$ cat config.mk
export PLATFORM = sky130hd
export DESIGN_NAME = c3f_ctrl
export DESIGN_NICKNAME = d
export VERILOG_FILES = /design/src/rtl/c3f_pkg.sv /design/src/rtl/c3f_ctrl.sv
export SDC_FILE = /design/constraint.sdc
export NUM_CORES = 1
export LEC_CHECK = 0
export ABC_AREA = 1
export BUFFER_PORTS_ARGS = -buffer_cell sky130_fd_sc_hd__buf_2
export CAP_MARGIN = 40
export CORE_ASPECT_RATIO = 1.25
export CORE_MARGIN = 2
export CORE_UTILIZATION = 58
export CTS_CLUSTER_DIAMETER = 100
export DETAILED_ROUTE_END_ITERATION = 7
export MAX_ROUTING_LAYER = met4
export PLACE_DENSITY_LB_ADDON = 0.15
export SLEW_MARGIN = 20
export SYNTH_ARGS = -nofsm -noshare
export SYNTH_HDL_FRONTEND = slang
export SYNTH_SLANG_ARGS = --single-unit
$ cat constraint.sdc
create_clock -name clk_i -period 4.6 [get_ports clk_i]
set_clock_uncertainty 0.05 [all_clocks]
set_input_delay 0 -clock clk_i [delete_from_list [all_inputs] [get_ports clk_i]]
set_output_delay 0 -clock clk_i [all_outputs]
set_load 0.02 [all_outputs]
$ cat src/rtl/c3f_pkg.sv
// Shared types, constants and a helper function of the 3x3 convolution filter.
package c3f_pkg;

  // Default largest image width.
  localparam int unsigned MaxWidthDef = 1024;
  // Bits of one colour channel, signed Q3.12.
  localparam int unsigned ChBits = 16;
  // Number of channels in one pixel.
  localparam int unsigned NumCh = 4;
  // Bits of one packed pixel.
  localparam int unsigned PixBits = ChBits * NumCh;
  // Bits of one signed Q7.8 coefficient.
  localparam int unsigned CoefBits = 16;
  // Bits of one packed kernel row.
  localparam int unsigned RowBits = 3 * CoefBits;
  // Bits of the norm scale, signed Q1.16.
  localparam int unsigned NormBits = 18;
  // Accumulator of nine tap products, kept exact.
  localparam int unsigned AccBits = 36;
  // Accumulator times scale.
  localparam int unsigned ProdBits = AccBits + NormBits;
  // Result after rounding shift.
  localparam int unsigned ShiftBits = 24;
  localparam int unsigned RndBits = ProdBits + 1 - ShiftBits;
  // Configuration port.
  localparam int unsigned CfgIdxBits = 3;
  localparam int unsigned CfgDataBits = RowBits;
  localparam int unsigned WidthRegBits = 11;
  localparam int unsigned HeightBits = 16;

  // Register indexes.
  localparam logic [CfgIdxBits-1:0] RegCoefTop = 3'd0;
  localparam logic [CfgIdxBits-1:0] RegCoefMid = 3'd1;
  localparam logic [CfgIdxBits-1:0] RegCoefBot = 3'd2;
  localparam logic [CfgIdxBits-1:0] RegNorm    = 3'd3;
  localparam logic [CfgIdxBits-1:0] RegWidth   = 3'd4;
  localparam logic [CfgIdxBits-1:0] RegHeight  = 3'd5;
  localparam logic [CfgIdxBits-1:0] RegFiltA   = 3'd6;
  localparam logic [CfgIdxBits-1:0] RegClip    = 3'd7;

  // Item modes.
  localparam logic ModePixel = 1'b0;
  localparam logic ModeFlush = 1'b1;

  // Q3.12 one.
  localparam logic signed [ChBits-1:0] QOne = 16'sd4096;

  // Commands from the controller to the datapath.
  typedef struct packed {
    logic       wr_en;
    logic       rd_en;
    logic [1:0] dy;
    logic [1:0] dx;
    logic       acc_clr;
    logic       mul;
    logic       load;
    logic       frame_end;
  } cmd_t;

  // Status from the datapath to the controller.
  typedef struct packed {
    logic out_free;
  } status_t;

  // Saturate a rounded result to the channel range, then clip to 0..1 if asked.
  function automatic logic [ChBits-1:0] finish_ch(input logic signed [RndBits-1:0] v,
                                                  input logic clip);
    logic signed [RndBits-1:0] hi;
    logic signed [RndBits-1:0] lo;
    logic signed [ChBits-1:0]  s;
    hi = RndBits'(32767);
    lo = -hi - RndBits'(1);
    if (v > hi) begin
      s = 16'sh7fff;
    end else if (v < lo) begin
      s = -16'sh7fff - 16'sd1;
    end else begin
      s = v[ChBits-1:0];
    end
    if (clip) begin
      if (s < 0) begin
        s = '0;
      end else if (s > QOne) begin
        s = QOne;
      end
    end
    return s;
  endfunction

endpackage

$ cat src/rtl/c3f_ctrl.sv
// Controller: frame position counters, history pointers and the tap sequencer.
module c3f_ctrl #(
  parameter int unsigned MaxWidth = c3f_pkg::MaxWidthDef
) (
  input  logic                                   clk_i,
  input  logic                                   rst_ni,
  input  logic                                   in_valid_i,
  input  logic                                   mode_i,
  output logic                                   in_stall_o,
  input  logic                                   restart_i,
  input  logic [$clog2(MaxWidth+1)-1:0]          w_eff_i,
  input  logic [c3f_pkg::HeightBits-1:0]         h_eff_i,
  input  c3f_pkg::status_t                       status_i,
  output c3f_pkg::cmd_t                          cmd_o,
  output logic [$clog2(2*MaxWidth+4)-1:0]        wr_addr_o,
  output logic [$clog2(2*MaxWidth+4)-1:0]        rd_addr_o
);

  localparam int unsigned Depth = 2 * MaxWidth + 4;
  localparam int unsigned AW = $clog2(Depth);
  localparam int unsigned SW = AW + 2;
  localparam int unsigned WW = $clog2(MaxWidth + 1);
  localparam int unsigned CW = $clog2(MaxWidth);
  localparam int unsigned NW = WW + 1;
  localparam int unsigned HB = c3f_pkg::HeightBits;

  localparam logic [2:0] S_IDLE  = 3'd0;
  localparam logic [2:0] S_TAP   = 3'd1;
  localparam logic [2:0] S_DRAIN = 3'd2;
  localparam logic [2:0] S_MUL   = 3'd3;
  localparam logic [2:0] S_OUT   = 3'd4;

  logic [2:0]    state_q, state_d;
  logic [1:0]    dy_q, dy_d, dx_q, dx_d;
  logic [CW-1:0] in_col_q, in_col_d, out_col_q, out_col_d;
  logic [HB-1:0] in_row_q, in_row_d, out_row_q, out_row_d;
  logic [NW-1:0] cnt_q, cnt_d;
  logic [AW-1:0] wptr_q, wptr_d, pptr_q, pptr_d;

  logic          accept;
  logic          in_done;
  logic          in_last_col;
  logic          out_last_col;
  logic          out_last_row;
  logic          last;
  logic [SW-1:0] addr_sum;

  assign accept       = in_valid_i && (state_q == S_IDLE);
  assign in_done      = in_row_q >= h_eff_i;
  assign in_last_col  = WW'(in_col_q) == (w_eff_i - WW'(1));
  assign out_last_col = WW'(out_col_q) == (w_eff_i - WW'(1));
  assign out_last_row = out_row_q == (h_eff_i - HB'(1));
  assign last         = out_last_col && out_last_row;
  assign in_stall_o   = state_q != S_IDLE;
  assign wr_addr_o    = wptr_q;

  // Tap address: centre pointer moved by a row and a column, clamped at the edges.
  always_comb begin
    addr_sum = SW'(pptr_q) + SW'(Depth);
    case (dy_q)
      2'd0: if (out_row_q != '0) addr_sum = addr_sum - SW'(w_eff_i);
      2'd2: if (!out_last_row) addr_sum = addr_sum + SW'(w_eff_i);
      default: ;
    endcase
    case (dx_q)
      2'd0: if (out_col_q != '0) addr_sum = addr_sum - SW'(1);
      2'd2: if (!out_last_col) addr_sum = addr_sum + SW'(1);
      default: ;
    endcase
    if (addr_sum >= SW'(2 * Depth)) begin
      addr_sum = addr_sum - SW'(2 * Depth);
    end else if (addr_sum >= SW'(Depth)) begin
      addr_sum = addr_sum - SW'(Depth);
    end
    rd_addr_o = addr_sum[AW-1:0];
  end

  // Next state, counters and commands.
  always_comb begin
    state_d   = state_q;
    dy_d      = dy_q;
    dx_d      = dx_q;
    in_col_d  = in_col_q;
    in_row_d  = in_row_q;
    out_col_d = out_col_q;
    out_row_d = out_row_q;
    cnt_d     = cnt_q;
    wptr_d    = wptr_q;
    pptr_d    = pptr_q;
    cmd_o     = '0;
    cmd_o.dy  = dy_q;
    cmd_o.dx  = dx_q;
    case (state_q)
      S_IDLE: begin
        if (accept) begin
          if (mode_i == c3f_pkg::ModeFlush) begin
            if (in_done) begin
              cmd_o.acc_clr = 1'b1;
              dy_d          = '0;
              dx_d          = '0;
              state_d       = S_TAP;
            end
          end else if (!in_done) begin
            // Store the pixel and step the input position.
            cmd_o.wr_en = 1'b1;
            wptr_d      = (wptr_q == AW'(Depth - 1)) ? '0 : wptr_q + AW'(1);
            cnt_d       = cnt_q + NW'(1);
            if (in_last_col) begin
              in_col_d = '0;
              in_row_d = in_row_q + HB'(1);
            end else begin
              in_col_d = in_col_q + CW'(1);
            end
            if (cnt_q >= NW'(w_eff_i) + NW'(1)) begin
              cmd_o.acc_clr = 1'b1;
              dy_d          = '0;
              dx_d          = '0;
              state_d       = S_TAP;
            end
          end
        end
      end
      S_TAP: begin
        // One history read per cycle over the nine taps.
        cmd_o.rd_en = 1'b1;
        if (dx_q == 2'd2) begin
          dx_d = '0;
          if (dy_q == 2'd2) begin
            state_d = S_DRAIN;
          end else begin
            dy_d = dy_q + 2'd1;
          end
        end else begin
          dx_d = dx_q + 2'd1;
        end
      end
      S_DRAIN: begin
        state_d = S_MUL;
      end
      S_MUL: begin
        cmd_o.mul = 1'b1;
        state_d   = S_OUT;
      end
      S_OUT: begin
        if (status_i.out_free) begin
          cmd_o.load      = 1'b1;
          cmd_o.frame_end = last;
          state_d         = S_IDLE;
          if (last) begin
            in_col_d  = '0;
            in_row_d  = '0;
            out_col_d = '0;
            out_row_d = '0;
            cnt_d     = '0;
            wptr_d    = '0;
            pptr_d    = '0;
          end else begin
            cnt_d  = cnt_q - NW'(1);
            pptr_d = (pptr_q == AW'(Depth - 1)) ? '0 : pptr_q + AW'(1);
            if (out_last_col) begin
              out_col_d = '0;
              out_row_d = out_row_q + HB'(1);
            end else begin
              out_col_d = out_col_q + CW'(1);
            end
          end
        end
      end
      default: begin
        state_d = S_IDLE;
      end
    endcase
    // A geometry write restarts the frame; the user must make it only while idle (not enforced here).
    if (restart_i) begin
      in_col_d  = '0;
      in_row_d  = '0;
      out_col_d = '0;
      out_row_d = '0;
      cnt_d     = '0;
      wptr_d    = '0;
      pptr_d    = '0;
    end
  end

  // Control registers.
  always_ff @(posedge clk_i or negedge rst_ni) begin
    if (!rst_ni) begin
      state_q   <= S_IDLE;
      dy_q      <= '0;
      dx_q      <= '0;
      in_col_q  <= '0;
      in_row_q  <= '0;
      out_col_q <= '0;
      out_row_q <= '0;
      cnt_q     <= '0;
      wptr_q    <= '0;
      pptr_q    <= '0;
    end else begin
      state_q   <= state_d;
      dy_q      <= dy_d;
      dx_q      <= dx_d;
      in_col_q  <= in_col_d;
      in_row_q  <= in_row_d;
      out_col_q <= out_col_d;
      out_row_q <= out_row_d;
      cnt_q     <= cnt_d;
      wptr_q    <= wptr_d;
      pptr_q    <= pptr_d;
    end
  end

endmodule

==> impl_table.tex, run 1 <==
\begin{tabular}{lr}
\hline
Metric & Value \\
\hline
\multicolumn{2}{l}{\textbf{Run status}} \\
\quad Status & finished clean \\
\multicolumn{2}{l}{\textbf{Clock network}} \\
\quad Post-CTS clock slew at the launch and capture registers of the worst setup and hold paths & 70 ps \\
\quad CTS buffer count & 9 \\
\quad Number of clock sinks seen by CTS & 95 \\
\quad TritonCTS clock tree & done \\
\quad Htree depth & 3 \\
\quad Buffer levels on the longest clock path & 2 \\
\quad Clk root buf & sky130\_fd\_sc\_hd\_\_clkbuf\_16 \\
\quad Worst-skew pair later-pin latency & 350 ps \\
\multicolumn{2}{l}{\textbf{Logic synthesis}} \\
\quad Cell variety after synth & 54 \\
\quad Post-synth design cell area & 0.0106 mm\^{}2 \\
\quad Synth Warn \# & 0 \\
\quad Xor-xnor portion of the synthesized cell area & 7.07\% \\
\quad Combinational family with the most area after synthesis & simple AND/OR/NAND/NOR gates \\
\quad Synthesized instance count & 1,661 \\
\quad Adder-Cell Fraction of Synth Area & 9.08\% \\
\quad Number of storage elements in the synthesis netlist & 95 \\
\quad Post-synthesis compound-gate area fraction & 13.3\% \\
\quad Synth Area in Simple Gates & 37.5\% \\
\quad Average cell area after synthesis & 6.40 um\^{}2 \\
\quad Share of synthesized area occupied by flip-flops and latches & 22.4\% \\
\quad Synthesized netlist net count & 1,770 \\
\quad Portion of netlist area occupied by mux cells & 0\% \\
\multicolumn{2}{l}{\textbf{Critical path}} \\
\quad Buffers plus inverters on the worst setup path & 6 \\
\quad Family with the most delay on the worst path & simple AND/OR/NAND/NOR gates \\
\quad Worst endpoint required time & 4550 ps \\
\quad Critical Path Max Stage Delay & 420 ps \\
\quad Largest fanout on the critical path & 9 \\
\quad Cell mode on critical path & sky130\_fd\_sc\_hd\_\_nand2\_1 \\
\quad Critical-path cell with the highest stage delay & sky130\_fd\_sc\_hd\_\_dfrtp\_2 \\
\quad Worst Setup End Kind & output port \\
\quad Launching element type of the critical path & flop \\
\quad Data arrival at the endpoint of the critical path & 4430 ps \\
\quad Critical Setup Path Class & flop to output port \\
\multicolumn{2}{l}{\textbf{Routing}} \\
\quad Drt drc & 0 \\
\quad Detail Route Antenna Nets & 0 \\
\quad Routed WL & 30,400 um \\
\quad Mean number of vias per cell & 5.64 \\
\quad Violation count after the first detailed-routing iteration & 741 \\
\quad Average wire per standard cell & 15.3 um \\
\quad Overall via count from detail\_route & 11.2k \\
\quad Number of detailed-route iterations in the first pass & 5 \\
\multicolumn{2}{l}{\textbf{Die}} \\
\quad Boundary Pins & 68 \\
\quad Starting density of the core & 59.0\% \\
\quad CORE AREA & 0.0180 mm\^{}2 \\
\quad Die Y & 155 um \\
\quad Die X-Extent & 125 um \\
\quad Die ar. & 0.0194 mm\^{}2 \\
\quad Num rows & 55 \\
\multicolumn{2}{l}{\textbf{Final layout}} \\
\quad Fraction of layout cells with a size suffix above 1 & 16.6\% \\
\quad Layout Cells excl Fill & 1,991 \\
\quad Net total in the final layout & 1,867 \\
\quad End-of-flow core utilization & 67.9\% \\
\quad Area added between synthesis and finish & 15.1\% \\
\quad Antenna diodes & 0 \\
\multicolumn{2}{l}{\textbf{Pwr}} \\
\quad Share of power burned in combinational logic & 68.4\% \\
\quad Share of total power in the clock network & 14.0\% \\
\quad Power per unit of standard cell area & 491 mW/mm\^{}2 \\
\quad Peak supply drop & 0.604 mV \\
\quad Internal power & 2890 uW \\
\quad Switching share of total power & 51.9\% \\
\quad Sequential Power Share & 17.5\% \\
\quad Switching power & 3120 uW \\
\quad Leakage & 0.00602 uW \\
\multicolumn{2}{l}{\textbf{Placement}} \\
\quad HPWL after detailed placement & 23,600 um \\
\quad Placed cell count & 1,950 \\
\quad Gpl congestion & 0.945 \\
\quad Count of port buffers added during placement & 67 \\
\multicolumn{2}{l}{\textbf{STA}} \\
\quad Endpoints failing setup & 0 \\
\quad Max\_slew headroom & 45.6\% \\
\quad Final critical path time including I/O delays and setup & 4480 ps \\
\quad Transition at the pin with the smallest max-transition slack & 810 ps \\
\quad Final hold slack & 66.2 ps \\
\quad Setup TNS Final & 0 ps \\
\quad Final Hold Viols & 0 \\
\quad Share of the clock period used by the worst path & 97.4\% \\
\quad FMAX & 223 MHz \\
\quad Final max-slew violation count & 0 \\
\multicolumn{2}{l}{\textbf{GRT}} \\
\quad GRT Total Usage & 31.4\% \\
\quad Final global-route overflow total & 0 \\
\quad Maximum number of pins on one net before global-route repair & 50 \\
\quad Vias in the first global route & 10.5k \\
\quad Number of antenna violations at the first check in global routing & 0 \\
\quad Global-route wire length before repair & 49,300 um \\
\multicolumn{2}{l}{\textbf{Hold path}} \\
\quad Class of the tightest hold or removal check & input port to flop \\
\multicolumn{2}{l}{\textbf{Job}} \\
\quad Number of max-capacitance violations reported & 0 \\
\hline
\end{tabular}
==> synth_stat cells, drive strengths merged <==
| library cell | instances | share of area [%] |
|---|---|---|
| buf | 9 | 0.75 |
| dfrtp | 95 | 22 |
| o22ai | 11 | 0.65 |
| nor2 | 189 | 8.0 |
| o31ai | 4 | 0.28 |
| o21a | 12 | 0.85 |
| o32ai | 1 | 0.082 |
| nand3 | 140 | 6.9 |
| nand2 | 418 | 16 |
| a31oi | 5 | 0.35 |
| and2 | 1 | 0.059 |
| o211ai | 8 | 0.56 |
| clkbuf | 22 | 0.78 |
| a2bb2oi | 1 | 0.082 |
| a21boi | 3 | 0.21 |
| nand4 | 38 | 2.3 |
| or2 | 5 | 0.29 |
| a211oi | 5 | 0.35 |
| xnor2 | 8 | 0.66 |
| fa | 2 | 0.38 |
| o21ai | 93 | 4.5 |
| nand2b | 1 | 0.059 |
| o2111ai | 1 | 0.082 |
| a21oi | 97 | 4.6 |
| a32oi | 1 | 0.082 |
| inv | 259 | 9.1 |
| xor2 | 77 | 6.4 |
| nor3 | 41 | 2.0 |
| o221ai | 2 | 0.16 |
| clkinv | 1 | 0.035 |
| nor3b | 4 | 0.28 |
| o21bai | 3 | 0.21 |
| o41ai | 2 | 0.16 |
| nor4 | 18 | 1.1 |
| nand3b | 8 | 0.56 |
| a41oi | 2 | 0.16 |
| ha | 74 | 8.7 |
==> cell usage in the layout (no fill, tap or decap), types with 8 or more instances in the layout <==
cell type / count
sky130_fd_sc_hd__o21a_1: 12
sky130_fd_sc_hd__buf_2: 61
sky130_fd_sc_hd__o22ai_1: 11
sky130_fd_sc_hd__nand2_1: 373
sky130_fd_sc_hd__nand3_1: 130
sky130_fd_sc_hd__nand3_2: 9
sky130_fd_sc_hd__nor2_2: 21
sky130_fd_sc_hd__inv_2: 16
sky130_fd_sc_hd__clkbuf_16: 9
sky130_fd_sc_hd__nand3b_1: 8
sky130_fd_sc_hd__buf_4: 49
sky130_fd_sc_hd__o211ai_1: 8
sky130_fd_sc_hd__nand2_2: 35
sky130_fd_sc_hd__o21ai_1: 12
sky130_fd_sc_hd__nor3_1: 38
sky130_fd_sc_hd__nor2_1: 151
sky130_fd_sc_hd__xor2_1: 70
sky130_fd_sc_hd__ha_1: 64
sky130_fd_sc_hd__dfrtp_1: 89
sky130_fd_sc_hd__a21oi_1: 89
sky130_fd_sc_hd__nand2_4: 11
sky130_fd_sc_hd__o21ai_0: 76
sky130_fd_sc_hd__nor4_1: 16
sky130_fd_sc_hd__nor2_4: 14
sky130_fd_sc_hd__nand4_1: 37
sky130_fd_sc_hd__inv_1: 241
==> sequential cells by signal, summed over array words and instances (netlist names) <==
register and cells:
cnt_q 12, dx_q 2, state_q 3, in_row_q 16
pptr_q 12, wr_addr_o 12, dy_q 2, in_col_q 10
out_row_q 16, out_col_q 10
==> per-stage QoR <==
step / setup slack [ps] / power [uW] / instance area, um^2
floorplan: 665 / 3830 / 10600
global placement: 103 / 4710 / 11300
detailed placement: -2.29 / 4750 / 11300
CTS: 0.540 / 5640 / 11700
global route: -82.3 / 6540 / 12200
finish: 119 / 6010 / 12200
==> path summary, 6_finish.rpt <==
path	startpoint	end	slack [ps]	depth (start not counted)
worst min register to register	in_col_q[9]$_DFFE_PN0P_	in_col_q[9]$_DFFE_PN0P_	460	1
worst max-delay path	pptr_q[2]$_DFFE_PN0P_	rd_addr_o[11]	120	31
worst max register to register	state_q[1]$_DFFE_PN0P_	in_row_q[6]$_DFFE_PN0P_	800	17
max in group asynchronous	rst_ni	cnt_q[9]$_DFFE_PN0P_	3200	3
worst min-delay path	restart_i	in_row_q[0]$_DFFE_PN0P_	70	4
min in group asynchronous	rst_ni	in_row_q[15]$_DFFE_PN0P_	180	2
==> power groups by stage <==
stage | clock network [uW] | logic, uW | registers (uW)
2_1_floorplan | 0 | 2760 | 1070
6_report | 843 | 4110 | 1050
3_3_place_gp | 0 | 3640 | 1070
3_5_place_dp | 0 | 3680 | 1070
5_1_grt | 884 | 4580 | 1070
4_1_cts | 852 | 3730 | 1050
==> worst reg2reg max path: cells and delay by family, from the launching register on <==
kind,cells,cell delay (ps)
flops,1,410
compound gates,4,810
simple gates,7,1230
buf+inv,6,1200
==> layout make-up <==
cell class	count	area, um^2
multi-input combinational	1276	7520
timing repair buffer	116	738
inverter	260	982
tap	228	285
sequential	95	2380
clock buffer	11	243
clock inverter	5	86.3
fill	1645	5790
==> logic make-up (layout without fill, tap and decap cells) <==
family / after synthesis / after routing
AO/OA/AOI/OAI: 251 / 251
XOR/XNOR: 85 / 85
AND/OR/NAND/NOR: 863 / 864
adder cells (fa/ha/maj): 76 / 76
flip-flops: 95 / 95
buffers and inverters: 291 / 392
==> layer usage <==
| metal | vias to the layer above | GRT usage, % | wire length [um] |
|---|---|---|---|
| met5 | - | - | 0 |
| met4 | 0 | 14.5 | 1340 |
| met3 | 98 | 2.92 | 1310 |
| met2 | 339 | 53.8 | 15200 |
| met1 | 5197 | 37.5 | 12600 |
| li1 | 5600 | - | - |
==> repair_timing <==
action / in CTS / in global routing
buffers inserted: 3 / 19
setup endpoints to repair: 10 / 10
hold endpoints to repair: 49 / 0
cloned: 1 / 0
pin swaps: 3 / 26
gates resized for setup: 18 / 98
hold buffers: 2 / 0
Power figures use the tool's default switching activity.
==> run 2, diff against run 1 <==
--- a/config.mk
+++ b/config.mk
@@ -5,7 +5,7 @@
 export SDC_FILE = /design/constraint.sdc
 export NUM_CORES = 1
 export LEC_CHECK = 0
-export ABC_AREA = 1
+export ABC_AREA = 0
 export BUFFER_PORTS_ARGS = -buffer_cell sky130_fd_sc_hd__buf_2
 export CAP_MARGIN = 40
 export CORE_ASPECT_RATIO = 1.25
==> run 2 against run 1 <==
Compared with the run above:
- the run now ends with negative setup slack left
- global-route usage rose by 2.9 points
- worst setup slack got worse by 780 ps
- synthesized area fell by 6.1%
- register-to-register slack got worse by 450 ps
- combinational power fell by 21%
- utilization rose by 8.6 points
- critical path type unchanged
- sequential share of layout area fell by 1.0 points
- via count fell by 6.2%
- power fell by 16%
==> impl_table.tex, run 2 <==
\begin{tabular}{lr}
\hline
Metric & Value \\
\hline
\multicolumn{2}{l}{\textbf{Critical path}} \\
\quad Series of cell instances along the critical path & clkinv\_4 > or4\_4 > xnor2\_4 > ha\_4 > buf\_4 > o21ai\_0 > nor2\_1 > xor2\_1 > a21oi\_1 > a21bo\_2 > nor4\_4 > nand2\_2 > o41ai\_4 > xor2\_2 > buf\_4 > nor2\_4 > a22oi\_2 > buf\_4 > nor2\_1 > a221o\_1 > buf\_6 \\
\quad Launch instance of the worst register-to-register path & in\_row\_q[0]\$\_DFFE\_PN0P\_ \\
\quad Worst R2R End & in\_row\_q[10]\$\_DFFE\_PN0P\_ \\
\quad Launching element type of the critical path & flop \\
\quad Critical Setup Path Class & flop to output port \\
\quad Critical Path Max Stage Delay & 530 ps (+110 ps) \\
\quad Worst Setup End Kind & output port \\
\quad Largest fanout on the critical path & 4 (-5) \\
\quad Cell mode on critical path & sky130\_fd\_sc\_hd\_\_buf\_4 \\
\quad Cell depth of the worst flop-to-flop path & 18 (+1) \\
\quad Critical-path cell with the highest stage delay & sky130\_fd\_sc\_hd\_\_or4\_4 \\
\quad Data arrival at the endpoint of the critical path & 5220 ps (+790 ps) \\
\quad Worst endpoint required time & 4550 ps (about the same) \\
\quad Flop-to-flop setup slack & 350 ps (-450 ps) \\
\multicolumn{2}{l}{\textbf{Pwr}} \\
\quad Internal power & 2770 uW (-4.3\%) \\
\quad Share of total power in the clock network & 15.6\% (+1.6 points) \\
\quad Switching share of total power & 45.1\% (-6.7 points) \\
\quad Peak supply drop & 0.405 mV (-33\%) \\
\quad Share of power burned in combinational logic & 64.4\% (-4.0 points) \\
\quad Switching power & 2280 uW (-27\%) \\
\quad Leakage & 0.00603 uW (+0.14\%) \\
\quad Sequential Power Share & 20.0\% (+2.5 points) \\
\quad Power per unit of standard cell area & 392 mW/mm\^{}2 (-20\%) \\
\multicolumn{2}{l}{\textbf{STA}} \\
\quad Final Hold Viols & 0 (unchanged) \\
\quad Final critical path time including I/O delays and setup & 5270 ps (+785 ps) \\
\quad Min setup slack post-route & -665 ps (-785 ps) \\
\quad Transition at the pin with the smallest max-transition slack & 699 ps (-111 ps) \\
\quad Setup TNS Final & -5740 ps (-5740 ps) \\
\quad Max\_slew headroom & 53.3\% (+7.7 points) \\
\quad Endpoints failing setup & 10 (+10) \\
\quad FMAX & 190 MHz (-15\%) \\
\quad Share of the clock period used by the worst path & 114\% (+17 points) \\
\quad Setup repair after global routing missed its margin & true \\
\quad Final hold slack & 43.6 ps (-22.5 ps) \\
\quad Final max-slew violation count & 0 (unchanged) \\
\multicolumn{2}{l}{\textbf{Logic synthesis}} \\
\quad Average cell area after synthesis & 7.88 um\^{}2 (+23\%) \\
\quad EDFF count, synth & 0 (unchanged) \\
\quad Share of synthesized area occupied by flip-flops and latches & 23.8\% (+1.4 points) \\
\quad Dominant register cell in the synthesized netlist & sky130\_fd\_sc\_hd\_\_dfrtp\_1 \\
\quad Number of storage elements in the synthesis netlist & 95 (unchanged) \\
\quad FFs w/ async S/R, synth & 100\% (unchanged) \\
\quad Post-synth design cell area & 0.00999 mm\^{}2 (-6.1\%) \\
\quad Synthesized netlist net count & 1,376 (-22\%) \\
\quad Synthesized instance count & 1,267 (-24\%) \\
\quad Combinational family with the most area after synthesis & simple AND/OR/NAND/NOR gates \\
\quad Portion of netlist area occupied by mux cells & 1.49\% (+1.5 points) \\
\quad Xor-xnor portion of the synthesized cell area & 12.1\% (+5.1 points) \\
\quad Adder-Cell Fraction of Synth Area & 9.67\% (+0.59 points) \\
\quad Library cell occupying the most area in the post-synthesis netlist & sky130\_fd\_sc\_hd\_\_dfrtp\_1 \\
\quad Post-synthesis compound-gate area fraction & 21.6\% (+8.2 points) \\
\quad Synth Area in Simple Gates & 25.9\% (-12 points) \\
\quad Portion of synthesized cell area occupied by the leading cell type & 23.8\% (+1.4 points) \\
\quad Synth Warn \# & 0 (unchanged) \\
\quad Dominant cell by count in the synthesized netlist & sky130\_fd\_sc\_hd\_\_nor2\_1 \\
\quad Cell variety after synth & 97 (+80\%) \\
\quad Leading post-synthesis cells by cell area & sky130\_fd\_sc\_hd\_\_dfrtp\_1 (24\%), sky130\_fd\_sc\_hd\_\_ha\_1 (9.3\%), sky130\_fd\_sc\_hd\_\_xnor2\_1 (7.4\%), sky130\_fd\_sc\_hd\_\_nor2\_1 (4.6\%), sky130\_fd\_sc\_hd\_\_o21ai\_0 (4.2\%) \\
\quad Leading post-synthesis cells by instance count & sky130\_fd\_sc\_hd\_\_nor2\_1 (123), sky130\_fd\_sc\_hd\_\_nand2\_1 (105), sky130\_fd\_sc\_hd\_\_dfrtp\_1 (95) \\
\multicolumn{2}{l}{\textbf{Routing}} \\
\quad Drt drc & 0 (unchanged) \\
\quad Mean number of vias per cell & 6.14 (+8.8\%) \\
\quad Detail Route Antenna Nets & 0 (unchanged) \\
\quad Violation count after the first detailed-routing iteration & 681 (-8.1\%) \\
\quad Number of detailed-route iterations in the first pass & 6 (+1) \\
\quad Routed WL & 30,700 um (+0.92\%) \\
\quad Average wire per standard cell & 17.9 um (+17\%) \\
\quad Overall via count from detail\_route & 10.5k (-6.2\%) \\
\multicolumn{2}{l}{\textbf{Final layout}} \\
\quad Area added between synthesis and finish & 28.9\% \\
\quad Net total in the final layout & 1,600 (-14\%) \\
\quad Antenna diodes & 0 (unchanged) \\
\quad FILL cells & 1,263 (-23\%) \\
\quad Layout Cells excl Fill & 1,716 (-14\%) \\
\quad Most common cell after layout, fill and taps aside & sky130\_fd\_sc\_hd\_\_buf\_4 \\
\quad Commonest cells after routing, fill and taps aside & sky130\_fd\_sc\_hd\_\_buf\_4 (202), sky130\_fd\_sc\_hd\_\_nor2\_1 (118), sky130\_fd\_sc\_hd\_\_nand2\_1 (101), sky130\_fd\_sc\_hd\_\_dfrtp\_1 (93), sky130\_fd\_sc\_hd\_\_inv\_1 (77) \\
\quad Fraction of layout cells with a size suffix above 1 & 27.1\% (+11 points) \\
\quad Top flop regs & in\_row\_q x16, out\_row\_q x16 \\
\multicolumn{2}{l}{\textbf{Hold path}} \\
\quad Class of the tightest hold or removal check & input port to flop \\
\quad Worst hold path startpoint & mode\_i \\
\quad Worst Hold Path EP & state\_q[0]\$\_DFFE\_PN0P\_ \\
\quad Cell depth of the worst hold path & 3 (-1) \\
\multicolumn{2}{l}{\textbf{Clock network}} \\
\quad Post-CTS clock slew at the launch and capture registers of the worst setup and hold paths & 80 ps (about the same) \\
\quad Clk root buf & sky130\_fd\_sc\_hd\_\_clkbuf\_16 \\
\quad CTS buffer count & 9 (unchanged) \\
\quad Worst-skew pair later-pin latency & 370 ps (+20 ps) \\
\quad TritonCTS clock tree & done \\
\quad Number of clock sinks seen by CTS & 95 (unchanged) \\
\quad Buffer levels on the longest clock path & 2 (unchanged) \\
\quad Htree depth & 3 (unchanged) \\
\multicolumn{2}{l}{\textbf{Placement}} \\
\quad Gpl congestion & 1.00 (+6.1\%) \\
\quad HPWL after detailed placement & 23,500 um (-0.39\%) \\
\quad Count of port buffers added during placement & 67 (unchanged) \\
\quad Placed cell count & 1,670 (-14\%) \\
\multicolumn{2}{l}{\textbf{GRT}} \\
\quad Final global-route overflow total & 0 (unchanged) \\
\quad Number of antenna violations at the first check in global routing & 0 (unchanged) \\
\quad Maximum number of pins on one net before global-route repair & 52 (+4.0\%) \\
\quad Vias in the first global route & 10.0k (-5.0\%) \\
\quad GRT Total Usage & 34.3\% (+2.9 points) \\
\quad Global-route wire length before repair & 48,700 um (-1.3\%) \\
\multicolumn{2}{l}{\textbf{Die}} \\
\quad Boundary Pins & 68 (unchanged) \\
\quad Num rows & 53 (-3.6\%) \\
\quad Die X-Extent & 121 um (-3.0\%) \\
\quad Starting density of the core & 59.3\% (+0.31 points) \\
\quad CORE AREA & 0.0168 mm\^{}2 (-6.6\%) \\
\quad Die Y & 151 um (-3.0\%) \\
\quad Die ar. & 0.0183 mm\^{}2 (-5.9\%) \\
\multicolumn{2}{l}{\textbf{Run status}} \\
\quad Status & finished with violations \\
\quad Violated checks & negative setup slack \\
\multicolumn{2}{l}{\textbf{Job}} \\
\quad Number of max-capacitance violations reported & 0 (unchanged) \\
\hline
\end{tabular}
run 2: changes by cell type after synthesis, moves of 23 or more:
cell | before | now
sky130_fd_sc_hd__a21o_1 | 0 | 23
sky130_fd_sc_hd__a21oi_1 | 97 | 56
sky130_fd_sc_hd__and3_1 | 0 | 25
sky130_fd_sc_hd__clkbuf_1 | 22 | 55
sky130_fd_sc_hd__inv_1 | 249 | 79
sky130_fd_sc_hd__nand2_1 | 383 | 105
sky130_fd_sc_hd__nand2_2 | 27 | 0
sky130_fd_sc_hd__nand3_1 | 134 | 42
sky130_fd_sc_hd__nor2_1 | 166 | 123
sky130_fd_sc_hd__xnor2_1 | 8 | 84
sky130_fd_sc_hd__xor2_1 | 76 | 41
run 2: what timing repair did:
| item | CTS | global route |
|---|---|---|
| buffers inserted | 8 | 17 |
| gates resized for setup | 47 | 59 |
| pin swaps | 26 | 32 |
| hold buffers | 4 | 0 |
| endpoints found under the setup margin | 10 | 10 |
| hold endpoints to repair | 54 | 0 |
run 2: kinds of logic after synthesis:
family                     count (synthesis)
and+or+nand+nor                          493
AOI/OAI and AO/OA                        316
buffers and inverters                    142
xor gates and xnor gates                 131
DFF                                       95
adders and majority gates                 76
muxes                                     14
run 2: worst max-delay path, delay by kind of cell (launching register included):
kind	cells	cell delay, ps
AOI/OAI and AO/OA	6	1610
adders and majority gates	1	260
and+or+nand+nor	6	1140
DFF	1	440
buffers and inverters	5	700
xor gates and xnor gates	3	680
run 2: cell type report:
class	instances	area (um^2)	area share [%]
clock inverters	7	86.3	0.670
repair buffers	273	1960	15.2
well taps	220	275	2.14
clock buffers	9	225	1.75
inverters	82	318	2.47
multi-input cells	1030	7630	59.3
flip-flops and latches	95	2380	18.5
run 2: power by group through the flow:
stage	Combinational, uW	Sequential, uW	Clock (uW)
floorplan	1760	1000	0
global placement	2810	1020	0
detailed placement	2860	1020	0
CTS	3020	1000	794
global route	3520	1020	826
finish	3250	1010	787
run 2: how the worst max path moves through the flow:
stage	start	to	slack [ps]	cells after the start
finish	pptr_q[2]$_DFFE_PN0P_	rd_addr_o[4]	-670	21
detailed placement	pptr_q[3]$_DFFE_PN0P_	rd_addr_o[10]	-360	20
global route	pptr_q[2]$_DFFE_PN0P_	rd_addr_o[4]	-860	21
global placement	pptr_q[3]$_DFFE_PN0P_	rd_addr_o[10]	-210	20
floorplan	pptr_q[6]$_DFFE_PN0P_	rd_addr_o[10]	-150	19
CTS	pptr_q[2]$_DFFE_PN0P_	rd_addr_o[10]	-610	21
run 2: through the flow:
stage | total power (uW) | utilization, % | setup WS [ps] | area (um^2)
3_3_place_gp | 3830 | 70.4 | -207 | 11900
3_5_place_dp | 3880 | 70.5 | -358 | 11900
4_1_cts | 4820 | 74.1 | -610 | 12500
2_1_floorplan | 2760 | - | -146 | 10200
6_report | 5040 | 76.5 | -665 | 12900
5_1_grt | 5360 | 76.5 | -855 | 12900
run 2: layer usage:
layer	up-vias	GRT usage (%)	part of all wire, %
met3	92	3.94	5.1
met5	-	-	0
li1	5028	-	-
met4	0	12.7	3.8
met2	373	59.0	50
met1	5043	41.3	41
